File: config.mk
export PLATFORM = sky130hd
export DESIGN_NAME = dshot_throttle_frame_serializer_flat
export DESIGN_NICKNAME = d
export VERILOG_FILES = /design/src/rtl/dtfs_pkg.sv /design/src/rtl/dtfs_in_if.sv /design/src/rtl/dtfs_out_if.sv /design/src/rtl/dtfs_front.sv /design/src/rtl/dtfs_queue.sv /design/src/rtl/dtfs_back.sv /design/src/rtl/dshot_throttle_frame_serializer.sv /design/src/flat_wrapper.sv
export SDC_FILE = /design/constraint.sdc
export NUM_CORES = 1
export LEC_CHECK = 0
export BUFFER_PORTS_ARGS = -buffer_cell sky130_fd_sc_hd__buf_2
export CAP_MARGIN = 20
export CORE_MARGIN = 1
export CORE_UTILIZATION = 59
export DETAILED_ROUTE_END_ITERATION = 16
export PLACE_DENSITY_LB_ADDON = 0.05
export SYNTH_ARGS = -nofsm -noshare
export SYNTH_HDL_FRONTEND = slang
export SYNTH_SLANG_ARGS = --single-unit
export TNS_END_PERCENT = 50
File: constraint.sdc
create_clock -name clk -period 17.1 [get_ports clk]
set_clock_uncertainty 0.1 [all_clocks]
set_input_delay 3.42 -clock clk [delete_from_list [all_inputs] [get_ports clk]]
set_output_delay 3.42 -clock clk [all_outputs]
set_load 0.05 [all_outputs]
File: src/rtl/dtfs_pkg.sv
// Shared widths, configuration layout and constants of the throttle frame serialiser.
package dtfs_pkg;

    localparam int CODE_W      = 11;
    localparam int DUTY_W      = 16;
    localparam int PCT_W       = 8;
    localparam int PCT_SAT_W   = 7;
    localparam int FRAME_BITS  = 16;
    localparam int TRAIL_SLOTS = 2;
    localparam int TOTAL_SLOTS = FRAME_BITS + TRAIL_SLOTS;
    localparam int SLOT_W      = 5;
    localparam int NIB_W       = 4;
    localparam int WORD_W      = CODE_W + 1;

    // Register file layout of the configuration port.
    localparam int CFG_IDX_W  = 2;
    localparam int CFG_DATA_W = DUTY_W;
    localparam logic [CFG_IDX_W-1:0] CFG_MAX_THROTTLE    = 2'd0;
    localparam logic [CFG_IDX_W-1:0] CFG_RESERVED_OFFSET = 2'd1;
    localparam logic [CFG_IDX_W-1:0] CFG_DUTY_ONE        = 2'd2;
    localparam logic [CFG_IDX_W-1:0] CFG_DUTY_ZERO       = 2'd3;

    localparam logic [CODE_W-1:0] MAX_THROTTLE_RST    = 11'd1999;
    localparam logic [CODE_W-1:0] RESERVED_OFFSET_RST = 11'd48;
    localparam logic [CODE_W-1:0] CODE_SAT            = 11'd2047;

    localparam logic [PCT_W-1:0]     PERCENT_FULL     = 8'd100;
    localparam logic [PCT_SAT_W-1:0] PERCENT_FULL_SAT = 7'd100;

    // Division by one hundred as a multiplication by a rounded-up reciprocal.
    // Exact for every dividend below 2**18, which covers 2047 * 100.
    localparam int PROD_W    = CODE_W + PCT_SAT_W;
    localparam int RECIP_W   = 19;
    localparam int DIV_SHIFT = 25;
    localparam int MUL_W     = PROD_W + RECIP_W;
    localparam logic [RECIP_W-1:0] DIV_RECIP = 19'd335545;

    // Two-entry frame queue between the front and the back.
    localparam int QUEUE_DEPTH = 2;
    localparam int QPTR_W      = 1;
    localparam int QCNT_W      = 2;

    typedef struct packed {
        logic [CODE_W-1:0] max_throttle;
        logic [CODE_W-1:0] reserved_offset;
        logic [DUTY_W-1:0] duty_one;
        logic [DUTY_W-1:0] duty_zero;
    } dtfs_cfg_t;

endpackage

File: src/rtl/dtfs_in_if.sv
// Input channel: throttle percentage and telemetry flag with a valid/ready handshake.
interface dtfs_in_if;
    import dtfs_pkg::*;

    logic             valid;
    logic             ready;
    logic [PCT_W-1:0] throttle_percent;
    logic             telemetry_request;

    modport source (output valid, output throttle_percent, output telemetry_request,
                    input ready);
    modport sink (input valid, input throttle_percent, input telemetry_request,
                  output ready);
endinterface

File: src/rtl/dtfs_out_if.sv
// Output channel: one timer compare value per slot with a last marker.
interface dtfs_out_if;
    import dtfs_pkg::*;

    logic              valid;
    logic              ready;
    logic [DUTY_W-1:0] duty;
    logic              last;

    modport source (output valid, output duty, output last, input ready);
    modport sink (input valid, input duty, input last, output ready);
endinterface

File: src/rtl/dtfs_front.sv
// Front end: scales the throttle, adds the offset and builds the checksummed frame.
module dtfs_front
    import dtfs_pkg::*;
(
    input  logic                  clk,
    input  logic                  rst_n,
    input  dtfs_cfg_t             cfg,
    dtfs_in_if.sink               in_ch,
    output logic                  push,
    output logic [FRAME_BITS-1:0] push_frame,
    input  logic                  queue_full
);

    logic                  s1_valid_reg, s1_valid_next;
    logic [PROD_W-1:0]     s1_prod_reg;
    logic                  s1_tel_reg;
    logic                  s2_valid_reg, s2_valid_next;
    logic [CODE_W-1:0]     s2_quot_reg;
    logic                  s2_tel_reg;

    logic                  adv1, adv2;
    logic [PCT_SAT_W-1:0]  pct_sat;
    logic [PROD_W-1:0]     prod;
    logic [MUL_W-1:0]      quot_full;
    logic [CODE_W:0]       code_sum;
    logic [CODE_W-1:0]     code;
    logic [WORD_W-1:0]     word;
    logic [NIB_W-1:0]      csum;

    assign push = s2_valid_reg && !queue_full;
    assign adv2 = !s2_valid_reg || push;
    assign adv1 = !s1_valid_reg || adv2;
    assign in_ch.ready = adv1;

    assign s1_valid_next = adv1 ? in_ch.valid : s1_valid_reg;
    assign s2_valid_next = adv2 ? s1_valid_reg : s2_valid_reg;

    always_comb
    begin
        pct_sat = (in_ch.throttle_percent > PERCENT_FULL) ? PERCENT_FULL_SAT
                                                          : in_ch.throttle_percent[PCT_SAT_W-1:0];
        prod      = PROD_W'(cfg.max_throttle) * PROD_W'(pct_sat);
        quot_full = MUL_W'(s1_prod_reg) * MUL_W'(DIV_RECIP);
        code_sum  = {1'b0, s2_quot_reg} + {1'b0, cfg.reserved_offset};
        code      = code_sum[CODE_W] ? CODE_SAT : code_sum[CODE_W-1:0];
        word      = {code, s2_tel_reg};
        csum      = word[11:8] ^ word[7:4] ^ word[3:0];
        push_frame = {word, csum};
    end

    always_ff @(posedge clk or negedge rst_n)
    begin
        if (!rst_n)
        begin
            s1_valid_reg <= 1'b0;
            s2_valid_reg <= 1'b0;
        end
        else
        begin
            s1_valid_reg <= s1_valid_next;
            s2_valid_reg <= s2_valid_next;
        end
    end

    always_ff @(posedge clk)
    begin
        if (adv1)
        begin
            s1_prod_reg <= prod;
            s1_tel_reg  <= in_ch.telemetry_request;
        end
        if (adv2)
        begin
            s2_quot_reg <= quot_full[DIV_SHIFT +: CODE_W];
            s2_tel_reg  <= s1_tel_reg;
        end
    end

endmodule

File: src/rtl/dtfs_queue.sv
// Two-entry frame queue decoupling the front end from the slot emitter.
module dtfs_queue
    import dtfs_pkg::*;
(
    input  logic                  clk,
    input  logic                  rst_n,
    input  logic                  push,
    input  logic [FRAME_BITS-1:0] push_frame,
    output logic                  full,
    input  logic                  pop,
    output logic                  not_empty,
    output logic [FRAME_BITS-1:0] head
);

    logic [FRAME_BITS-1:0] mem [QUEUE_DEPTH];
    logic [QPTR_W-1:0]     wr_ptr_reg, wr_ptr_next;
    logic [QPTR_W-1:0]     rd_ptr_reg, rd_ptr_next;
    logic [QCNT_W-1:0]     count_reg, count_next;

    assign full      = (count_reg == QCNT_W'(QUEUE_DEPTH));
    assign not_empty = (count_reg != '0);
    assign head      = mem[rd_ptr_reg];

    always_comb
    begin
        wr_ptr_next = push ? wr_ptr_reg + 1'b1 : wr_ptr_reg;
        rd_ptr_next = pop ? rd_ptr_reg + 1'b1 : rd_ptr_reg;
        count_next  = count_reg + QCNT_W'(push) - QCNT_W'(pop);
    end

    always_ff @(posedge clk or negedge rst_n)
    begin
        if (!rst_n)
        begin
            wr_ptr_reg <= '0;
            rd_ptr_reg <= '0;
            count_reg  <= '0;
        end
        else
        begin
            wr_ptr_reg <= wr_ptr_next;
            rd_ptr_reg <= rd_ptr_next;
            count_reg  <= count_next;
        end
    end

    always_ff @(posedge clk)
    begin
        if (push)
        begin
            mem[wr_ptr_reg] <= push_frame;
        end
    end

endmodule

File: src/rtl/dtfs_back.sv
// Back end: shifts a frame out MSB first as compare values, then the trailing zero slots.
module dtfs_back
    import dtfs_pkg::*;
(
    input  logic                  clk,
    input  logic                  rst_n,
    input  dtfs_cfg_t             cfg,
    input  logic                  frame_valid,
    input  logic [FRAME_BITS-1:0] frame,
    output logic                  pop,
    dtfs_out_if.source            out_ch
);

    logic                  busy_reg, busy_next;
    logic [FRAME_BITS-1:0] frame_shift_reg, frame_shift_next;
    logic [SLOT_W-1:0]     slot_count_reg, slot_count_next;
    logic                  out_valid_reg, out_valid_next;
    logic [DUTY_W-1:0]     duty_reg;
    logic                  last_reg;

    logic                  load, emit, final_slot;
    logic [FRAME_BITS-1:0] src;
    logic [SLOT_W-1:0]     cnt;
    logic [DUTY_W-1:0]     slot_duty;

    assign out_ch.valid = out_valid_reg;
    assign out_ch.duty  = duty_reg;
    assign out_ch.last  = last_reg;

    // A new frame is taken straight from the queue head, so its first slot
    // follows the previous frame's last slot without a gap.
    always_comb
    begin
        load       = !out_valid_reg || out_ch.ready;
        src        = busy_reg ? frame_shift_reg : frame;
        cnt        = busy_reg ? slot_count_reg : '0;
        emit       = load && (busy_reg || frame_valid);
        pop        = load && !busy_reg && frame_valid;
        final_slot = (cnt == SLOT_W'(TOTAL_SLOTS - 1));
        if (cnt < SLOT_W'(FRAME_BITS))
        begin
            slot_duty = src[FRAME_BITS-1] ? cfg.duty_one : cfg.duty_zero;
        end
        else
        begin
            slot_duty = '0;
        end
        busy_next        = emit ? !final_slot : busy_reg;
        frame_shift_next = emit ? {src[FRAME_BITS-2:0], 1'b0} : frame_shift_reg;
        slot_count_next  = emit ? cnt + 1'b1 : slot_count_reg;
        out_valid_next   = load ? emit : out_valid_reg;
    end

    always_ff @(posedge clk or negedge rst_n)
    begin
        if (!rst_n)
        begin
            busy_reg        <= 1'b0;
            frame_shift_reg <= '0;
            slot_count_reg  <= '0;
            out_valid_reg   <= 1'b0;
        end
        else
        begin
            busy_reg        <= busy_next;
            frame_shift_reg <= frame_shift_next;
            slot_count_reg  <= slot_count_next;
            out_valid_reg   <= out_valid_next;
        end
    end

    always_ff @(posedge clk)
    begin
        if (emit)
        begin
            duty_reg <= slot_duty;
            last_reg <= final_slot;
        end
    end

endmodule

File: src/rtl/dshot_throttle_frame_serializer.sv
// Top level of the throttle frame serialiser: configuration registers and the three stages.
//
// Each transaction on in_ch carries a throttle percentage and a telemetry flag.
// The block turns it into a 16-bit frame (11-bit throttle code, telemetry bit,
// 4-bit checksum) and sends eighteen transactions on out_ch: sixteen timer
// compare values for the frame bits, MSB first, then two zero values, the last
// of them with last set.
// The front end is a two-stage pipeline (scale, then divide by one hundred
// through a reciprocal multiplier) that writes frames into a two-entry queue.
// The back end emits one slot per cycle from an output register while out_ch
// is ready; an input transaction passes through both front stages, the queue
// and the output register before out_ch.valid rises. Frames follow each other
// on out_ch without a gap, and in_ch keeps accepting while the queue has room.
// When out_ch is stalled the current slot is held and the queue fills; in_ch
// drops ready once the queue and both front stages are full.
// Reset clears pipeline, queue and emitter control state and restores register defaults. The
// user must write registers via cfg_we/cfg_index/cfg_data only while idle; it is unchecked.
module dshot_throttle_frame_serializer
    import dtfs_pkg::*;
(
    input  logic                  clk,
    input  logic                  rst_n,
    input  logic                  cfg_we,
    input  logic [CFG_IDX_W-1:0]  cfg_index,
    input  logic [CFG_DATA_W-1:0] cfg_data,
    dtfs_in_if.sink               in_ch,
    dtfs_out_if.source            out_ch
);

    dtfs_cfg_t             cfg_reg, cfg_next;
    logic                  push, queue_full, pop, queue_not_empty;
    logic [FRAME_BITS-1:0] push_frame, queue_head;

    always_comb
    begin
        cfg_next = cfg_reg;
        if (cfg_we)
        begin
            unique case (cfg_index)
                CFG_MAX_THROTTLE:    cfg_next.max_throttle    = cfg_data[CODE_W-1:0];
                CFG_RESERVED_OFFSET: cfg_next.reserved_offset = cfg_data[CODE_W-1:0];
                CFG_DUTY_ONE:        cfg_next.duty_one        = cfg_data;
                CFG_DUTY_ZERO:       cfg_next.duty_zero       = cfg_data;
                default:             cfg_next = cfg_reg;
            endcase
        end
    end

    always_ff @(posedge clk or negedge rst_n)
    begin
        if (!rst_n)
        begin
            cfg_reg.max_throttle    <= MAX_THROTTLE_RST;
            cfg_reg.reserved_offset <= RESERVED_OFFSET_RST;
            cfg_reg.duty_one        <= '0;
            cfg_reg.duty_zero       <= '0;
        end
        else
        begin
            cfg_reg <= cfg_next;
        end
    end

    dtfs_front u_front (
        .clk        (clk),
        .rst_n      (rst_n),
        .cfg        (cfg_reg),
        .in_ch      (in_ch),
        .push       (push),
        .push_frame (push_frame),
        .queue_full (queue_full)
    );

    dtfs_queue u_queue (
        .clk        (clk),
        .rst_n      (rst_n),
        .push       (push),
        .push_frame (push_frame),
        .full       (queue_full),
        .pop        (pop),
        .not_empty  (queue_not_empty),
        .head       (queue_head)
    );

    dtfs_back u_back (
        .clk         (clk),
        .rst_n       (rst_n),
        .cfg         (cfg_reg),
        .frame_valid (queue_not_empty),
        .frame       (queue_head),
        .pop         (pop),
        .out_ch      (out_ch)
    );

endmodule

File: src/flat_wrapper.sv
// flat-port wrapper written by rule: the top's interface ports become plain ports
module dshot_throttle_frame_serializer_flat import dtfs_pkg::*;
  (clk, rst_n, cfg_we, cfg_index, cfg_data, in_ch_valid, in_ch_throttle_percent, in_ch_telemetry_request, in_ch_ready, out_ch_valid, out_ch_duty, out_ch_last, out_ch_ready);
  dtfs_in_if in_ch_i ();
  dtfs_out_if out_ch_i ();
  input  logic clk;
  input  logic rst_n;
  input  logic cfg_we;
  input  logic [CFG_IDX_W-1:0] cfg_index;
  input  logic [CFG_DATA_W-1:0] cfg_data;
  input wire logic [$bits(in_ch_i.valid)-1:0] in_ch_valid;
  input wire logic [$bits(in_ch_i.throttle_percent)-1:0] in_ch_throttle_percent;
  input wire logic [$bits(in_ch_i.telemetry_request)-1:0] in_ch_telemetry_request;
  output wire logic [$bits(in_ch_i.ready)-1:0] in_ch_ready;
  output wire logic [$bits(out_ch_i.valid)-1:0] out_ch_valid;
  output wire logic [$bits(out_ch_i.duty)-1:0] out_ch_duty;
  output wire logic [$bits(out_ch_i.last)-1:0] out_ch_last;
  input wire logic [$bits(out_ch_i.ready)-1:0] out_ch_ready;
  assign in_ch_i.valid = in_ch_valid;
  assign in_ch_i.throttle_percent = in_ch_throttle_percent;
  assign in_ch_i.telemetry_request = in_ch_telemetry_request;
  assign in_ch_ready = in_ch_i.ready;
  assign out_ch_valid = out_ch_i.valid;
  assign out_ch_duty = out_ch_i.duty;
  assign out_ch_last = out_ch_i.last;
  assign out_ch_i.ready = out_ch_ready;
  dshot_throttle_frame_serializer u_core (.clk(clk), .rst_n(rst_n), .cfg_we(cfg_we), .cfg_index(cfg_index), .cfg_data(cfg_data), .in_ch(in_ch_i), .out_ch(out_ch_i));
endmodule
* Word-level counts from Yosys, hierarchy flattened
Memories as Yosys holds them, arrays and structs flattened.
Cells that the tools add are included.
** Word-level totals
- Register bits :: 130
- Bits in writable memories :: 32
- Bits of input ports :: 32
- Output and inout port bits :: 19
- Word-level logic and storage cells :: 64
- Memories :: 1
** Operators by class
- $add $sub $neg :: 6
- Multiply operators :: 2
- Order comparisons :: 2
- Eq/ne operators :: 5
- Muxes and demuxes :: 7
- Bitwise logic cells :: 2
- Reduce and logical (&&, ||, !) cells :: 20
** Memories
- u_core.u_queue.mem :: words 2, bits a word 16, rd ports 1, clocked after Yosys merged registers in 0, write ports 1, RTL line dtfs_queue.sv:15 : logic [FRAME_BITS-1:0] mem [QUEUE_DEPTH];
** Operators by type and width (number)
- multiplier 18 x 19 -> 36 bit, second input constant :: 1
- two-way mux 16 bit :: 2
- multiplier 11 x 7 -> 18 bit :: 1
- adder 11 x 11 -> 12 bit :: 1
- two-way mux 11 bit :: 1
- greater-than comparator 8 x 7 -> 1 bit, second input constant :: 1
- AND reduction 2 bit :: 4
- bitwise XOR 4 bit :: 2
- two-way mux 7 bit :: 1
- equality test 2 bit, second input constant :: 3
- zero test 1 bit :: 6
- adder 5 x 1 -> 5 bit, second input constant :: 1
- equality test 5 bit, second input constant :: 1
- < comparator 5 bit, second input constant :: 1
- two-way mux 5 bit :: 1
- logical AND 1 bit :: 4
- logical OR 1 bit :: 4
- adder 1 bit, second input constant :: 2
- adder 2 x 1 -> 2 bit :: 1
- equality test 2 x 1 -> 1 bit, second input constant :: 1
- zero test 2 bit :: 1
- two-way mux 1 bit :: 2
- nonzero test 2 bit :: 1
- subtractor 2 x 1 -> 2 bit :: 1

* Logic depth before layout (Yosys ltp)
Gate-level depths: netlist (run 1).
- Depth after elaboration :: 5
- Depth in mapped cells :: 22
- Gate-level depth less buffers :: 21

* Modules after synthesis
Synthesis (run 1) repeated with hierarchy kept, for this count alone.
** Unflattened totals
- Cell total of the unflattened synthesis :: 1332
- Area, all modules :: 14986.9 um^2
** Modules (own cells, without submodules)
- dtfs_front :: instances 1, cells each 975, area each 9635.5 um^2, seq. area each 980.9 um^2
- dshot_throttle_frame_serializer :: instances 1, cells each 116, area each 2072.0 um^2, seq. area each 1365.1 um^2
- dtfs_back :: instances 1, cells each 176, area each 1874.3 um^2, seq. area each 1061.0 um^2
- dtfs_queue :: instances 1, cells each 65, area each 1405.1 um^2, seq. area each 1061.0 um^2

* Worst setup path before layout (run 1)
Ideal clock, no wire load.
- Path kind :: input -> register
- From :: in in_ch_throttle_percent[1]
- To :: reg u_core.u_front.s1_prod_reg[14] (data pin)
- Setup time :: 0.258 ns
- Data arrival time :: 8.040 ns
- Data required time :: 16.742 ns
- Setup slack :: 8.702 ns
- Stages :: 21
- Buffers on the path :: 1
- Cells stage by stage :: o21ai_0 > nand2_1 > a31oi_1 > clkbuf_1 > and2_1 > nand2_1 > fa_1 > fa_1 > inv_1 > fa_1 > inv_1 > fa_1 > inv_1 > ha_1 > inv_1 > o21bai_1 > a2111oi_1 > nor3_1 > o31a_1 > nor2_1 > xnor2_1
** Between the ends
- Word-level cells in the longest chain between the ends :: 3
** Ends and longest elaborated chain
- from (decl) :: RTL line flat_wrapper.sv:12 : input wire logic [$bits(in_ch_i.throttle_percent)-1:0] in_ch_throttle_percent;
- greater-than comparator 8 x 7 -> 1 bit :: RTL line dtfs_front.sv:40 : pct_sat = (in_ch.throttle_percent > PERCENT_FULL) ? PERCENT_FULL_SAT
- two-way mux 7 bit (*) :: RTL line dtfs_front.sv:40
- multiplier 11 x 7 -> 18 bit (*) :: RTL line dtfs_front.sv:42 : prod = PROD_W'(cfg.max_throttle) * PROD_W'(pct_sat);
- via u_core.u_front.prod[14] :: RTL line dtfs_front.sv:23 : logic [PROD_W-1:0] prod;
- to (signal assigned) :: RTL line dtfs_front.sv:69 : s1_prod_reg <= prod;
- to (decl) :: RTL line dtfs_front.sv:15 : logic [PROD_W-1:0] s1_prod_reg;
Mark *: on every way through the listed nets, which the timed path passes. The rest lies on a longest branch.
A chain may end at the register's enable or synchronous reset.

* Worst setup path in the final report (run 1)
- From :: in in_ch_throttle_percent[1]
- To :: reg u_core.u_front.s1_prod_reg[17] (data pin)
The elaborated chain is that of the path after synthesis.

==> results.md, run 1 <==
- DRC: 0
- Effective utilization at floorplan: 60.4%
- Die footprint: 0.0256 mm^2
- Post-CTS Setup Inserts: 0
- Area leader, netlist: fa_1
- TritonRoute pass-1 iters: 5
- Finish-stage setup viols: 0
- Layout cells sized above 1: 12.2%
- CP max stage cell: fa_1
- Clock Sinks: 162
- IO Port Bufs: 50
- Synthesized area: 0.0147 mm^2
- Slew HR: 37.8%
- Main combinational cell family by area after synthesis: adder cells
- XOR/XNOR Fraction of Synth Area: 2.69%
- Die H: 160 um
- Post-Synth Simple-Gate Area: 8.23%
- Final Hold Fails: 0
- Number of global-route vias before repair: 9,558
- Asr flop ratio synth: 50.6%
- Critical path peak fanout: 29
- Sum of negative setup slack: 0 ns
- Synth top area cells: fa_1 (22%), ha_1 (17%), edfxtp_1 (16%)
- Worst setup EP type: flop
- RSZ-0062 raised after global routing: false
- Top-count cell post-synth: inv_1
- Syn Nets: 1,723
- Max Transition Viols Final: 0
- First-iteration detailed-routing DRC count: 475
- CORE AREA: 0.0244 mm^2
- Drt total wl: 28,600 um
- Max-Cap Viols: 0
- Gpl congestion: 0.866
- Multiplexer share of the synthesized area: 6.38%
- Max FFs per register: 54
- Top FF cell, synth: edfxtp_1
- Fmax achieved: 118 MHz
- CTS tree: built
- Adder-Cell Fraction of Synth Area: 38.9%
- Worst Path Required: 17.18 ns
- Sequential element share of the synthesized area: 30.3%
- #FFs+latches synth: 162
- First-pass GRT wire length: 48,100 um
- Layout Area Growth over Synthesis: 8.49%
- Via count: 9,188
- Die width: 160 um
- CP bufs+invs: 5
- Num rows: 57
- Ports: 51
- Final period utilization: 49.4%
- Ant. Diodes: 0
- CP most frequent cell: fa_1
- Wire per inst: 16.6 um
- CTS root buffer: clkbuf_16
- Minimum clock period: 8.45 ns
- WP data arrival: 8.53 ns
- Yosys warning count: 0
- CP delay by family, top: adder cells
- Top-area cell type share of the netlist area: 22.0%
- Synth cell types: 60
- Worst Max-Slew Pin Slew: 0.933 ns
- Setup Crit Path Kind: in2reg
- Status: complete, no violations
- CP peak stage delay: 0.55 ns
- DR vias/cell: 5.34
- Post-route ant nets: 0
- CTS resizes: 0
- Layout Nets: 1,776
- Filler cells: 1,947
- Complex-gate fraction of the synthesized area: 5.68%
- Global Route Usage Sum: 24.1%
- Clock tree buffer depth: 2
- Top cells by count, synth: inv_1 (280), ha_1 (199), fa_1 (162)
- Clock latency on the worst-skew pair: 0.43 ns
- Dpl hpwl: 23,000 um
- Startpoint types: input port
- Hold Buf Count CTS: 0
- Syn Inst Count: 1,330
- Post-synth EDFFs: 80
- CTS Buf Count: 17
- Grt total ovfl: 0
- # H-tree levels: 4
- Worst-path clk slew: 0.08 ns
- Largest net degree at the start of global routing: 74
- Tightest Hold Check Type: reg2reg
- CP Cell Sequence: buf_2, o21ai_0, nand2_1, a31oi_1, buf_4, and2_1, nand2_1, fa_1, fa_1, inv_1, fa_1, inv_1, fa_1, inv_1, ha_1, or3_1, o211ai_1, o211ai_1, a31o_2, a21oi_1, xnor2_1
- Syn avg cell area: 11.1 um^2
- Initial antenna violation count: 0
-- final timing paths --
check                           slack [ns]  cells after the start                      startpoint                                to
worst max-delay path                  8.65                     21       in_ch_throttle_percent[1]    u_core.u_front.s1_prod_reg[17]
worst min-delay path                  0.34                      0       u_core.u_front.s1_tel_reg         u_core.u_front.s2_tel_reg
worst max register to register       10.75                     17  u_core.u_front.s1_prod_reg[13]    u_core.u_front.s2_quot_reg[10]
worst min register to register        0.34                      0       u_core.u_front.s1_tel_reg         u_core.u_front.s2_tel_reg
max in group asynchronous            13.08                      2                           rst_n                 u_core.cfg_reg[7]
min in group asynchronous             2.69                      1                           rst_n  u_core.u_back.frame_shift_reg[8]
-- per-stage QoR --
step	instance area (um^2)	setup slack (ns)	util, %	instances	hold slack [ns]
2_1_floorplan	14700	8.70	-	1330	0.300
3_3_place_gp	15400	8.28	62.9	1688	0.306
3_5_place_dp	15400	8.21	62.9	1688	0.306
4_1_cts	16000	8.67	65.5	1720	0.347
5_1_grt	16000	8.27	65.5	1720	0.349
6_report	16000	8.65	65.5	1720	0.337
-- worst register-to-register path, cell delays in order, from the launching register on --
cell	delay [ns]
edfxtp_1	0.61
fa_1	0.65
inv_1	0.07
fa_1	0.48
inv_1	0.06
fa_1	0.51
fa_1	0.53
fa_1	0.54
fa_1	0.50
ha_1	0.35
and4_4	0.21
and3_4	0.18
a221o_1	0.32
a221oi_2	0.22
a21boi_2	0.29
o21ai_2	0.13
o41ai_2	0.23
xnor2_1	0.10
-- per-layer routing --
| metal | wire (um) | part of all wire, % | GRT usage (%) |
|---|---|---|---|
| met1 | 12700 | 44 | 32.2 |
| met2 | 14600 | 51 | 41.3 |
| met3 | 860 | 3.0 | 3.69 |
| met4 | 440 | 1.5 | 5.97 |
| met5 | 0 | 0 | 0 |
-- cell usage in the layout, fill, tap and decap left out, types with 5 or more instances in the layout --
master / instances
inv_1: 280
ha_1: 199
fa_1: 162
edfxtp_1: 80
dfrtp_1: 71
nand2_1: 65
nor2_1: 57
mux2_2: 55
buf_2: 49
a21oi_1: 42
mux2i_1: 32
o21ai_0: 32
and3_1: 31
xnor2_1: 28
nor2b_1: 21
a21o_1: 18
clkbuf_16: 17
nand3_1: 14
and2_1: 14
nor3_1: 12
xor2_1: 12
dfstp_2: 11
nand2b_1: 10
buf_4: 8
clkinv_8: 5
-- logic make-up (layout without fill, tap and decap cells) --
family | Yosys count | after routing
AOI/OAI and AO/OA | 131 | 131
xor gates and xnor gates | 42 | 42
adders and majority gates | 361 | 361
buffers and inverters | 303 | 369
DFF | 162 | 162
muxes | 87 | 87
and+or+nand+nor | 244 | 244
-- cell type report --
type                       instances  area, um^2  area share (%)
inverter                         280        1050            6.58
timing repair buffer              57         305            1.91
tap                              324         405            2.54
clock buffer                      17         425            2.66
clock inverter                    15         199            1.25
sequential                       162        4470            28.0
multi-input combinational        865        9120            57.1
Power of run 1 is not shown: default switching activity piles up to over one toggle a cycle in this logic, so the estimate is an artifact.
==> run 2, diff against run 1 <==
- clock period: 17.1 -> 8.75 ns (I/O delays scaled with it)
==> results.md, run 2 (synthesized netlist as in run 1, its figures left out) <==
- Placed Instance Area: 0.0154 mm^2 (unchanged)
- Layout cells sized above 1: 12.2% (unchanged)
- Layout Area Growth over Synthesis: 8.47% (about the same)
- Num rows: 57 (unchanged)
- TritonRoute pass-1 iters: 5 (unchanged)
- Post-CTS Setup Inserts: 0 (unchanged)
- Grt total ovfl: 0 (unchanged)
- # H-tree levels: 4 (unchanged)
- Largest net degree at the start of global routing: 74 (unchanged)
- R2r worst-path depth: 17 (unchanged)
- Max Transition Viols Final: 0 (unchanged)
- First-pass GRT wire length: 48,000 um (-0.33%)
- Post-route ant nets: 0 (unchanged)
- Initial antenna violation count: 0 (unchanged)
- Setup Crit Path Kind: in2reg
- Ports: 51 (unchanged)
- Global Route Usage Sum: 24.0% (-0.10 points)
- Worst Path Required: 8.84 ns (-8.34 ns)
- Clock Sinks: 162 (unchanged)
- Clock latency on the worst-skew pair: 0.43 ns (about the same)
- Design area: 0.0160 mm^2 (about the same)
- CP bufs+invs: 5 (unchanged)
- Worst-path clk slew: 0.08 ns (about the same)
- Via count: 9,211 (+0.25%)
- Filler cells: 1,965 (+0.92%)
- Number of global-route vias before repair: 9,464 (-0.98%)
- Clock tree buffer depth: 2 (unchanged)
- Finish-stage setup viols: 0 (unchanged)
- DRC: 0 (unchanged)
- Most frequent cells in the layout: inv_1 (280), ha_1 (199), fa_1 (162)
- Commonest non-fill, non-tap cell in the layout: inv_1
- Dpl hpwl: 23,000 um (+0.14%)
- Effective utilization at floorplan: 60.4% (unchanged)
- Hold depth: 0 (unchanged)
- WP data arrival: 6.90 ns (-1.63 ns)
- DR vias/cell: 5.36 (+0.25%)
- CTS resizes: 0 (unchanged)
- CP delay by family, top: adder cells
- Worst Max-Slew Pin Slew: 0.925 ns (-0.00754 ns)
- CP most frequent cell: fa_1
- IO Port Bufs: 50 (unchanged)
- Startpoint types: input port
- Hold Buf Count CTS: 0 (unchanged)
- Die footprint: 0.0256 mm^2 (unchanged)
- CORE AREA: 0.0244 mm^2 (unchanged)
- Worst setup EP type: flop
- Minimum clock period: 6.81 ns
- CP peak stage delay: 0.55 ns (about the same)
- CTS tree: built
- Critical path peak fanout: 29 (unchanged)
- Drt total wl: 28,600 um (-0.23%)
- DR top layer: met4
- CTS root buffer: clkbuf_16
- Die width: 160 um (unchanged)
- CTS Buf Count: 17 (unchanged)
- Met3 routed WL: 800 um (-7.0%)
- Sum of negative setup slack: 0 ns (unchanged)
- Wire length on met1: 13,000 um (+1.9%)
- Fmax achieved: 147 MHz
- Tightest Hold Check Type: reg2reg
- Max FFs per register: 54 (unchanged)
- Crit path depth: 21 (unchanged)
- CP Cell Sequence: buf_2, o21ai_0, nand2_1, a31oi_1, buf_4, and2_1, nand2_1, fa_1, fa_1, inv_1, fa_1, inv_1, fa_1, inv_1, ha_1, or3_1, o211ai_1, o211ai_1, a31o_2, a21oi_1, xnor2_1
- Layout Nets: 1,776 (unchanged)
- Slew HR: 38.3% (+0.50 points)
- Ant. Diodes: 0 (unchanged)
- Max-Cap Viols: 0 (unchanged)
- Wire length on met2: 14,300 um (-2.1%)
- Die H: 160 um (unchanged)
- Gpl congestion: 0.866 (unchanged)
- RSZ-0062 raised after global routing: false
- Final period utilization: 77.9%
- Status: complete, no violations
- Hold Slack: 0.329 ns (-0.00847 ns)
- CP max stage cell: fa_1
- Wire per inst: 16.6 um (-0.23%)
- First-iteration detailed-routing DRC count: 511 (+7.6%)
- Final Hold Fails: 0 (unchanged)
-- run 2: metal layers --
metal | up-vias | GRT usage [%]
li1 | 4457 | -
met1 | 4588 | 32.6
met2 | 133 | 40.7
met3 | 33 | 3.12
met4 | 0 | 6.54
met5 | - | 0
-- run 2: worst paths after layout --
path | from | endpoint | slack, ns
hold / removal | u_core.u_front.s1_tel_reg | u_core.u_front.s2_tel_reg | 0.33
setup reg to reg | u_core.u_front.s1_prod_reg[13] | u_core.u_front.s2_quot_reg[10] | 2.38
setup / recovery | in_ch_throttle_percent[1] | u_core.u_front.s1_prod_reg[17] | 1.94
hold reg to reg | u_core.u_front.s1_tel_reg | u_core.u_front.s2_tel_reg | 0.33
max in group asynchronous | rst_n | u_core.cfg_reg[9] | 6.40
min in group asynchronous | rst_n | u_core.u_back.frame_shift_reg[8] | 1.03
-- run 2: layout make-up --
| class | count | area (um^2) | area share [%] |
|---|---|---|---|
| Clock inverter | 15 | 196 | 1.23 |
| Timing Repair Buffer | 57 | 305 | 1.91 |
| Inverter | 280 | 1050 | 6.58 |
| Tap cell | 324 | 405 | 2.54 |
| Sequential cell | 162 | 4470 | 28.0 |
| Clock buffer | 17 | 425 | 2.66 |
| Multi-Input combinational cell | 865 | 9120 | 57.1 |
-- run 2: per-stage QoR --
step                util [%]  cells  setup WS, ns
global route            65.5   1720          1.57
detailed placement      62.9   1688          1.52
floorplan                  -   1330          2.02
finish                  65.5   1720          1.94
CTS                     65.5   1720          1.96
global placement        62.9   1688          1.60
-- run 2: worst reg2reg max path: stages, from the launching register on --
cell and delay, ns:
edfxtp_1 0.61, fa_1 0.65, inv_1 0.07, fa_1 0.48
inv_1 0.06, fa_1 0.51, fa_1 0.54, fa_1 0.54
fa_1 0.50, ha_1 0.36, and4_4 0.21, and3_4 0.18
a221o_1 0.32, a221oi_2 0.22, a21boi_2 0.30, o21ai_2 0.14
o41ai_2 0.24, xnor2_1 0.10
Power of run 2 is left out for the same reason.
==> run 3, diff against run 2 <==
- ABC_AREA: unset -> 1
- CORE_UTILIZATION: 59 -> 58
- clock period: 8.75 -> 5.6 ns (I/O delays scaled with it)
==> results.md, run 3 <==
- Synthesized area: 0.0159 mm^2 (+8.1%)
- Layout cells sized above 1: 10.7% (-1.5 points)
- CTS root buffer: clkbuf_16
- Gpl congestion: 0.930 (+7.4%)
- Layout Area Growth over Synthesis: 10.9%
- Post-route ant nets: 0 (unchanged)
- Max-Cap Viols: 0 (unchanged)
- Syn avg cell area: 8.62 um^2 (-22%)
- Die H: 168 um (+4.8%)
- WP data arrival: 5.61 ns (-1.29 ns)
- Largest net degree at the start of global routing: 53 (-28%)
- Fmax achieved: 181 MHz
- Top cells by count, synth: inv_1 (424), nand2_1 (358), ha_1 (199)
- Most frequent cells in the layout: inv_1 (423), nand2_1 (358), ha_1 (197)
- Number of instances in the placed design: 2,269 (+34%)
- Status: complete, no violations
- Layout Nets: 2,346 (+32%)
- Drt total wl: 34,700 um (+22%)
- Top-count cell post-synth: inv_1
- Critical path peak fanout: 3 (-90%)
- CP delay by family, top: adder cells
- Synth top area cells: fa_1 (20%), ha_1 (16%), edfxtp_1 (15%)
- Syn Nets: 2,240 (+30%)
- Num rows: 60 (+5.3%)
- Multiplexer share of the synthesized area: 0.0629% (-6.3 points)
- Hold Buf Count CTS: 0 (unchanged)
- CTS Buf Count: 17 (unchanged)
- Via count: 11,900 (+29%)
- IO Port Bufs: 50 (unchanged)
- Worst Path Required: 5.69 ns (-3.15 ns)
- Clock Sinks: 162 (unchanged)
- Synth cell types: 45 (-25%)
- Dpl hpwl: 28,700 um (+24%)
- Worst Max-Slew Pin Slew: 0.736 ns (-0.189 ns)
- Top-area cell type share of the netlist area: 20.4% (-1.7 points)
- Ant. Diodes: 0 (unchanged)
- Min-Delay Startpoint: u_core.u_front.s1_tel_reg
- Final period utilization: 98.7%
- Worst-path clk slew: 0.08 ns (about the same)
- Tightest Hold Check Type: reg2reg
- Worst setup EP type: flop
- RSZ-0062 raised after global routing: true
- Sum of negative setup slack: 0 ns (unchanged)
- Wire per inst: 15.1 um (-9.3%)
- Fin util: 65.5% (about the same)
- Asr flop ratio synth: 50.6% (unchanged)
- Commonest non-fill, non-tap cell in the layout: inv_1
- CP max stage cell: fa_1
- Area leader, netlist: fa_1
- Number of global-route vias before repair: 12,200 (+29%)
- CP peak stage delay: 0.61 ns (+0.06 ns)
- Initial antenna violation count: 0 (unchanged)
- XOR/XNOR Fraction of Synth Area: 1.21% (-1.5 points)
- Clock tree buffer depth: 2 (unchanged)
- Global Route Usage Sum: 26.5% (+2.5 points)
- Post-synth EDFFs: 80 (unchanged)
- Clock latency on the worst-skew pair: 0.44 ns (about the same)
- #FFs+latches synth: 162 (unchanged)
- Filler cells: 2,315 (+18%)
- Hold Slack: 0.332 ns (+0.00347 ns)
- Effective utilization at floorplan: 59.1% (-1.3 points)
- Post-Synth Simple-Gate Area: 16.8% (+8.6 points)
- TritonRoute pass-1 iters: 5 (unchanged)
- Minimum clock period: 5.53 ns
- CP Cell Sequence: fa_1, inv_1, fa_1, fa_1, inv_1, fa_1, fa_1, inv_1, fa_1, inv_1, ha_1, a21oi_1, o21ai_1, a21oi_1, nand2_1, nand2_1, nand2_1, nand2_1, nand2_1
- Area occupied by multi-input gates: 0.00976 mm^2 (+7.0%)
- CTS tree: built
- DRC: 0 (unchanged)
- Sequential element share of the synthesized area: 28.1% (-2.3 points)
- Sequential cell area: 0.00447 mm^2 (unchanged)
- DR vias/cell: 5.16 (-3.6%)
- First-pass GRT wire length: 58,400 um (+22%)
- Max FFs per register: 54 (unchanged)
- Worst r2r src: u_core.u_front.s1_prod_reg[6]
- Syn Inst Count: 1,847 (+39%)
- Critical Path Source: u_core.u_front.s1_prod_reg[6]
- CP bufs+invs: 4 (-1)
- Final Hold Fails: 0 (unchanged)
- Startpoint types: flop
- Slew HR: 50.8% (+12 points)
- Complex-gate fraction of the synthesized area: 6.66% (+0.97 points)
- Main combinational cell family by area after synthesis: adder cells
- Die width: 168 um (+4.8%)
- Yosys warning count: 0 (unchanged)
- Die footprint: 0.0281 mm^2 (+9.8%)
- Finish-stage setup viols: 0 (unchanged)
- Adder-Cell Fraction of Synth Area: 36.0% (-2.9 points)
- First-iteration detailed-routing DRC count: 718 (+41%)
- # H-tree levels: 4 (unchanged)
- Setup Crit Path Kind: reg2reg
- Grt total ovfl: 0 (unchanged)
- CORE AREA: 0.0270 mm^2 (+10%)
- Top FF cell, synth: edfxtp_1
- Ports: 51 (unchanged)
- CP most frequent cell: fa_1
- Max Transition Viols Final: 0 (unchanged)
- Final Non-Filler Cells: 2,307 (+34%)
==> run 3: cell count changes after synthesis, sizes merged, moves of 20 or more <==
| cell | delta |
|---|---|
| and3 | -32 |
| inv | +149 |
| nor2 | +104 |
| xnor2 | -20 |
| nand3 | +50 |
| nand2 | +299 |
| o21ai | +80 |
| a21oi | +30 |
| mux2i | -31 |
| mux2 | -55 |
| nor2b | -21 |
==> run 3: final cells by class <==
class,count,area share (%)
multi-input combinational,1226,55.3
sequential,162,25.3
inverter,429,9.12
timing repair buffer,117,4.35
tap,341,2.42
clock buffer,17,2.41
clock inverter,15,1.10
==> run 3: worst paths after layout <==
path	endpoint	slack (ns)	cells past startpoint
setup / recovery	u_core.u_front.s2_quot_reg[9]	0.07	19
hold / removal	u_core.u_front.s2_tel_reg	0.33	0
setup reg to reg	u_core.u_front.s2_quot_reg[9]	0.07	19
hold reg to reg	u_core.u_front.s2_tel_reg	0.33	0
max in group asynchronous	u_core.cfg_reg[2]	3.89	2
min in group asynchronous	u_core.u_front.s1_valid_reg	0.52	1
==> run 3: kinds of logic (layout without fill, tap and decap cells) <==
logic type	after synthesis	count (layout)
AOI/OAI and AO/OA	203	203
xor gates and xnor gates	22	22
adders and majority gates	361	361
buffers and inverters	459	578
DFF	162	162
muxes	1	1
and+or+nand+nor	639	639
==> run 3: worst reg2reg max path, stage by stage, from the launching register on <==
cell and delay (ns):
edfxtp_1 0.47, fa_1 0.61, inv_1 0.10, fa_1 0.49
fa_1 0.52, inv_1 0.05, fa_1 0.46, fa_1 0.55
inv_1 0.05, fa_1 0.58, inv_1 0.06, ha_1 0.32
a21oi_1 0.22, o21ai_1 0.17, a21oi_1 0.14, nand2_1 0.11
nand2_1 0.11, nand2_1 0.06, nand2_1 0.06, nand2_1 0.06
==> run 3: repair_timing <==
action | CTS | global route
buffers inserted | 0 | 4
setup endpoints to repair | 2 | 16
endpoints found under the hold margin | 0 | 0
pin swaps | 0 | 12
gates resized for setup | 1 | 32
==> run 3: through the flow <==
| step | setup slack (ns) | instance area (um^2) |
|---|---|---|
| finish | 0.0738 | 17700 |
| global route | -0.0575 | 17700 |
| CTS | -0.0139 | 17500 |
| detailed placement | -0.238 | 16900 |
| global placement | -0.191 | 16900 |
| floorplan | 0.00789 | 15900 |
==> run 3: per-layer routing <==
metal | vias to the layer above | track usage [%] | wire length [um] | part of all wire (%)
li1 | 5963 | - | - | -
met3 | 52 | 3.64 | 1170 | 3.4
met5 | - | 0 | 0 | 0
met1 | 5695 | 35.9 | 16300 | 47
met4 | 0 | 8.38 | 803 | 2.3
met2 | 204 | 44.3 | 16500 | 47
Power of run 3 is left out for the same reason.
